==> src/hdl/sps_weight.sv <==
// Edge weight unit: squared Euclidean distance of two stored positions.
// One shared multiplier, one coordinate per cycle; uses no package items.
module sps_weight #(
	parameter int CW = 16
) (
	input  logic            clk,
	input  logic            arst_n,
	input  logic            start,
	input  logic [3*CW-1:0] pos_a,
	input  logic [3*CW-1:0] pos_b,
	output logic            done,
	output logic [2*CW+3:0] weight
);

	localparam int WW = 2 * CW + 4;

	logic [CW:0]     mag_q [3];
	logic [WW-1:0]   acc_q;
	logic [1:0]      k_q;
	logic            busy_q;
	logic            done_q;
	logic [CW:0]     mag_d [3];
	logic [CW:0]     mag_sel;
	logic [2*CW+1:0] sq;

	always_comb begin
		for (int k = 0; k < 3; k++) begin
			logic signed [CW:0] d;
			d = $signed({pos_a[k*CW+CW-1], pos_a[k*CW +: CW]})
				- $signed({pos_b[k*CW+CW-1], pos_b[k*CW +: CW]});
			mag_d[k] = d[CW] ? (CW+1)'(-d) : (CW+1)'(d);
		end
	end

	always_comb begin
		case (k_q)
			2'd0: mag_sel = mag_q[0];
			2'd1: mag_sel = mag_q[1];
			default: mag_sel = mag_q[2];
		endcase
		sq = (2*CW+2)'(mag_sel) * (2*CW+2)'(mag_sel);
	end

	always_ff @(posedge clk or negedge arst_n) begin
		if (!arst_n) begin
			busy_q <= 1'b0;
			done_q <= 1'b0;
			k_q    <= 2'd0;
		end else begin
			done_q <= 1'b0;
			if (start) begin
				busy_q <= 1'b1;
				k_q    <= 2'd0;
			end else if (busy_q) begin
				if (k_q == 2'd2) begin
					busy_q <= 1'b0;
					done_q <= 1'b1;
				end
				k_q <= k_q + 2'd1;
			end
		end
	end

	always_ff @(posedge clk) begin
		if (start) begin
			for (int k = 0; k < 3; k++) mag_q[k] <= mag_d[k];
			acc_q <= '0;
		end else if (busy_q) begin
			acc_q <= acc_q + WW'(sq);
		end
	end

	assign done   = done_q;
	assign weight = acc_q;

endmodule

==> config.mk <==
export PLATFORM = sky130hd
export DESIGN_NAME = sps_weight
export DESIGN_NICKNAME = d
export VERILOG_FILES = /design/src/hdl/sps_weight.sv
export SDC_FILE = /design/constraint.sdc
export NUM_CORES = 1
export LEC_CHECK = 0
export BUFFER_PORTS_ARGS = -buffer_cell sky130_fd_sc_hd__buf_2
export CAP_MARGIN = 10
export CORE_UTILIZATION = 57
export CTS_BUF_LIST = sky130_fd_sc_hd__clkbuf_4 sky130_fd_sc_hd__clkbuf_8 sky130_fd_sc_hd__clkbuf_16
export DETAILED_ROUTE_END_ITERATION = 8
export PLACE_DENSITY = 0.8
export REMOVE_ABC_BUFFERS = 1
export SLEW_MARGIN = 20
export SYNTH_ARGS = -nofsm -noshare
export SYNTH_HDL_FRONTEND = slang
export SYNTH_SLANG_ARGS = --single-unit
==> constraint.sdc <==
create_clock -name clk -period 7.1 [get_ports clk]
set_clock_uncertainty 0.1 [all_clocks]
set_input_delay 1.42 -clock clk [delete_from_list [all_inputs] [get_ports clk]]
set_output_delay 1.42 -clock clk [all_outputs]
set_load 0.02 [all_outputs]
==> impl_metrics.py, run 1 <==
metrics = {
    "timing": {
        "final_max_slew_viol_count": 0,
        "hold_violations": 0,
        "tns_ps": 0,
        "setup_slack_ps": 112,
        "fin_crit_sh_pct": 98.4,
        "slew_headroom_pct": 44.9,
        "tightest_slew_ps": 826,
        "rsz0062_at_grt": "true",
        "setup_viol": 0,
        "post-route-min-period_ps": 6990,
        "hold_ws_ps": 384,
        "max_freq_mhz": 143,
    },
    "yosys": {
        "avgSynthCellArea_um2": 8.71,
        "async_flop_share_pct": 4.40,
        "synthDistinctLibCells": 85,
        "ys_ff_latch": 91,
        "synth_enable_flop_cells": 51,
        "yosysSeqAreaShare_pct": 14.6,
        "synth_cells": 1848,
        "yosysWarnings": 0,
        "synth-main-ff-cell": "edfxtp_1",
        "syn_area_um2": 16100,
    },
    "setup_path": {
        "worst_setup_path_start_kind": "flop",
        "worst_ep_arrival_time_ps": 7170,
        "cp_slowest_cell": "fa_1",
        "crit_required_ps": 7280,
        "path_class": "flop to flop",
        "cp_top_family": "adder cells",
        "worstSetupEndpointType": "flop",
        "max_stage_delay_ps": 520,
        "path_buf_inv": 8,
        "crit_fanout": 17,
        "cp_common_cell": "fa_1",
    },
    "route": {
        "vias": 13300,
        "drtPass1Iterations": 5,
        "via_per_inst": 5.45,
        "ant_nets": 0,
        "first_iter_violations": 949,
        "wl_per_cell_um": 16.6,
        "wl_um": 40400,
        "drcViolationCount": 0,
    },
    "floorplan": {
        "die_area_um2": 28900,
        "dieHeight_um": 170,
        "core-area_um2": 27800,
        "chipWidth_um": 170,
        "initial_core_util_pct": 57.9,
        "row_count": 61,
        "io-pin-count": 136,
    },
    "min_path": {
        "hold_path.class": "flop to flop",
    },
    "grt": {
        "grt_pass1_wl_um": 64700,
        "gr-total-overflow": 0,
        "grt_usage_pct": 28.5,
        "grt_pass1_vias": 13600,
        "grt_max_degree": 56,
        "antenna_found_initial": 0,
    },
    "clock_network": {
        "cts_made_buffers": 9,
        "htreeDepth": 3,
        "clock_sinks": 91,
        "cts-root-buf": "clkbuf_16",
        "path_clk_slew_ps": 80,
        "cts_max_path_buffers": 2,
        "clk_latency_ps": 370,
        "cts_tree": "yes",
        "cts_hold_buffers": 0,
    },
    "placed_design": {
        "io_buffers": 135,
        "dp_cells": 2399,
        "gp_congestion": 0.959,
        "place_hpwl_um": 32900,
        "place_ws_ps": -132,
    },
    "status": {
        "status": "finished, final reports clean",
    },
    "final_layout": {
        "layout_common_cells": "424 x inv_1, 217 x fa_1, 156 x ha_1",
        "area_growth_pct": 15.9,
        "layout.cells.non_filler": 2434,
        "drive_above_1_share_pct": 18.8,
        "nets": 2540,
        "mostFrequentLayoutCell": "inv_1",
        "antenna-diode-count": 0,
    },
    "run": {
        "maxCapViolations": 0,
    },
}
-- tightest hold or removal path, delay by kind of cell, from the launching register on --
family,cells,cell delay (ps)
flip-flops,1,330
AND/OR/NAND/NOR,1,60
AO/OA/AOI/OAI,1,50
-- cell type report --
type	instances	area, um^2
multi-input cells	1267	12300
repair buffers	240	1550
clock inverters	7	83.8
well taps	378	473
inverters	442	1660
flip-flops and latches	91	2350
clock buffers	9	225
fillers	2250	9140
-- routing by layer --
metal	vias to the layer above	global-route usage, %	share of wire [%]
met5	-	0	0
met4	0	8.93	2.9
met3	84	3.26	5.4
met2	416	51.2	50
met1	6471	35.7	41
li1	6296	-	-
-- worst paths after layout --
kind | start | end | slack (ps) | cells past startpoint
max | k_q[0] | weight[32] | 110 | 28
min | weight[31] | weight[31] | 380 | 2
max reg2reg | k_q[0] | weight[32] | 110 | 28
min reg2reg | weight[31] | weight[31] | 380 | 2
max in group asynchronous | arst_n | busy_q | 5960 | 1
min in group asynchronous | arst_n | done | 770 | 1
-- synthesized netlist by cell type (17+ instances only) --
| library cell | count | area [um^2] |
|---|---|---|
| xnor2_1 | 69 | 604 |
| fa_1 | 225 | 4500 |
| nand3_1 | 21 | 105 |
| inv_1 | 436 | 1640 |
| clkbuf_1 | 42 | 158 |
| ha_1 | 165 | 2060 |
| xor2_1 | 43 | 377 |
| a21oi_1 | 78 | 390 |
| mux2i_1 | 25 | 250 |
| nor3_1 | 29 | 145 |
| nor2b_1 | 17 | 106 |
| o21ai_0 | 35 | 175 |
| nor2_1 | 168 | 631 |
| a21o_1 | 37 | 278 |
| dfxtp_1 | 36 | 721 |
| edfxtp_1 | 51 | 1530 |
| nand2_1 | 135 | 507 |
| a22o_1 | 17 | 149 |
-- kinds of logic after synthesis --
group	synth area share [%]
fa+ha+maj	40.8
simple gates	12.8
mux	1.77
compound gates	12.4
buf+inv	11.5
flops	14.6
xor+xnor	6.10
-- stage by stage --
step / instance area (um^2) / utilization [%]
after floorplan: 15900 / -
final: 18600 / 67.1
after global routing: 18600 / 67.1
after detailed placement: 17700 / 63.8
after global placement: 17700 / 63.8
after CTS: 18100 / 65.0
-- state kept, by name (all words and copies together), names as in the netlist --
signal and cells:
weight 36, mag_q 51, done 1, busy_q 1, k_q 2
-- repair_timing --
item,in CTS,in global routing
endpoints found under the setup margin,7,14
pin swaps,1,34
gates resized for setup,6,121
gates cloned,0,2
buffers inserted,0,17
Power of run 1 is left out: the tool's default activity adds up to more than one toggle a clock period on the data nets, which glitch-free logic cannot reach.
==> run 2: changes to the inputs <==
--- a/config.mk
+++ b/config.mk
@@ -10,7 +10,7 @@
 export CORE_UTILIZATION = 57
 export CTS_BUF_LIST = sky130_fd_sc_hd__clkbuf_4 sky130_fd_sc_hd__clkbuf_8 sky130_fd_sc_hd__clkbuf_16
 export DETAILED_ROUTE_END_ITERATION = 8
-export PLACE_DENSITY = 0.8
+export PLACE_DENSITY = 0.89
 export REMOVE_ABC_BUFFERS = 1
 export SLEW_MARGIN = 20
 export SYNTH_ARGS = -nofsm -noshare
==> run 2 against run 1 <==
Compared with the run above: sequential share of layout area about the same; global-route usage rose by 1.1 points; setup slack worse by 80 ps; count of clock-buffer cells in the layout stayed put; wire length rose by 3.6%; fmax down 1.1%; critical path type unchanged.
==> impl_metrics.py, run 2 (synthesis gave the netlist of run 1 again) <==
metrics = {
    "timing": {
        "post-route-min-period_ps": 7070,
        "slew_headroom_pct": 48.4,
        "fin_crit_sh_pct": 99.6,
        "tightest_slew_ps": 774,
        "hold_violations": 0,
        "rsz0062_at_grt": "true",
        "setup_viol": 0,
        "final_max_slew_viol_count": 0,
        "max_freq_mhz": 141,
    },
    "route": {
        "wl_per_cell_um": 17.2,
        "wl_um": 41800,
        "drcViolationCount": 0,
        "ant_nets": 0,
        "first_iter_violations": 898,
        "via_per_inst": 5.56,
        "vias": 13500,
        "drtPass1Iterations": 7,
    },
    "grt": {
        "grt_max_degree": 63,
        "grt_pass1_vias": 14100,
        "gr-total-overflow": 0,
        "grt_pass1_wl_um": 67000,
        "antenna_found_initial": 0,
        "grt_usage_pct": 29.6,
    },
    "setup_path": {
        "worstSetupEndpointType": "flop",
        "worst_setup_path_start_kind": "flop",
        "cp_slowest_cell": "fa_1",
        "crit_required_ps": 7230,
        "path_buf_inv": 9,
        "cp_common_cell": "fa_1",
        "crit_fanout": 12,
        "path_class": "flop to flop",
        "max_stage_delay_ps": 550,
        "worst_ep_arrival_time_ps": 7200,
        "cp_top_family": "adder cells",
    },
    "placed_design": {
        "place_hpwl_um": 33700,
        "gp_congestion": 0.927,
        "io_buffers": 135,
        "placed_cell_area_um2": 17600,
    },
    "status": {
        "status": "finished, final reports clean",
    },
    "floorplan": {
        "chipWidth_um": 170,
        "dieHeight_um": 170,
        "core-area_um2": 27800,
        "die_area_um2": 28900,
        "initial_core_util_pct": 57.9,
        "io-pin-count": 136,
        "row_count": 61,
    },
    "final_layout": {
        "largest-register": "mag_q",
        "area_growth_pct": 15.7,
        "largest_reg_flops": 51,
        "layout_common_cells": "424 x inv_1, 215 x fa_1, 155 x nor2_1",
        "fillers": 2100,
        "antenna-diode-count": 0,
        "final_cell_area_um2": 18600,
        "drive_above_1_share_pct": 18.7,
        "nets": 2537,
        "mostFrequentLayoutCell": "inv_1",
    },
    "clock_network": {
        "path_clk_slew_ps": 80,
        "cts_max_path_buffers": 2,
        "cts_hold_buffers": 0,
        "clk_latency_ps": 370,
        "clock_sinks": 91,
        "cts_made_buffers": 9,
        "cts_tree": "yes",
        "cts-root-buf": "clkbuf_16",
        "htreeDepth": 3,
    },
    "min_path": {
        "hold_path.class": "flop to flop",
    },
    "run": {
        "maxCapViolations": 0,
    },
}
==> run 2: tightest hold or removal path, delay by kind of cell (launching register included) <==
kind | cells | cell delay (ps)
AO/OA/AOI/OAI | 1 | 60
flip-flops | 1 | 340
AND/OR/NAND/NOR | 1 | 70
==> run 2: path summary, 6_finish.rpt <==
path	slack, ps	to	start	depth (start not counted)
worst max-delay path	30	weight[34]	k_q[0]	29
worst max register to register	30	weight[34]	k_q[0]	29
min in group asynchronous	780	done	arst_n	1
worst min-delay path	410	weight[16]	weight[16]	2
max in group asynchronous	5940	k_q[0]	arst_n	1
worst min register to register	410	weight[16]	weight[16]	2
==> run 2: area by class of cell <==
cell class,count,area [um^2],share of cell area (%)
Sequential cell,91,2350,12.7
Clock buffer,9,225,1.21
Multi-Input combinational cell,1266,12300,65.9
Inverter,442,1660,8.93
Timing Repair Buffer,238,1540,8.26
Clock inverter,7,97.6,0.524
Tap cell,378,473,2.54
==> run 2: timing repair <==
item	in CTS	in global routing
setup endpoints to repair	11	14
cloned	0	1
gates resized for setup	28	100
buffers inserted	1	28
pin swaps	6	28
==> run 2: through the flow <==
stage,TNS (ps),cells,util (%),setup slack (ps),hold WS [ps]
final,0,2431,67.0,31.9,414
after global routing,-714,2431,67.0,-223,448
after CTS,0,2402,65.0,7.47,411
after detailed placement,-741,2385,63.5,-264,400
after global placement,0,2385,63.5,34.6,379
after floorplan,-4940,1799,-,-648,413
==> run 2: per-layer routing <==
metal / vias up / routed length (um) / global-route usage [%] / part of all wire, %
met1: 6594 / 16100 / 34.7 / 39
met4: 0 / 1760 / 13.4 / 4.2
met5: - / 0 / 0 / 0
li1: 6278 / - / - / -
met3: 125 / 2570 / 4.35 / 6.1
met2: 513 / 21400 / 53.4 / 51
Power of run 2 is left out for the same reason.
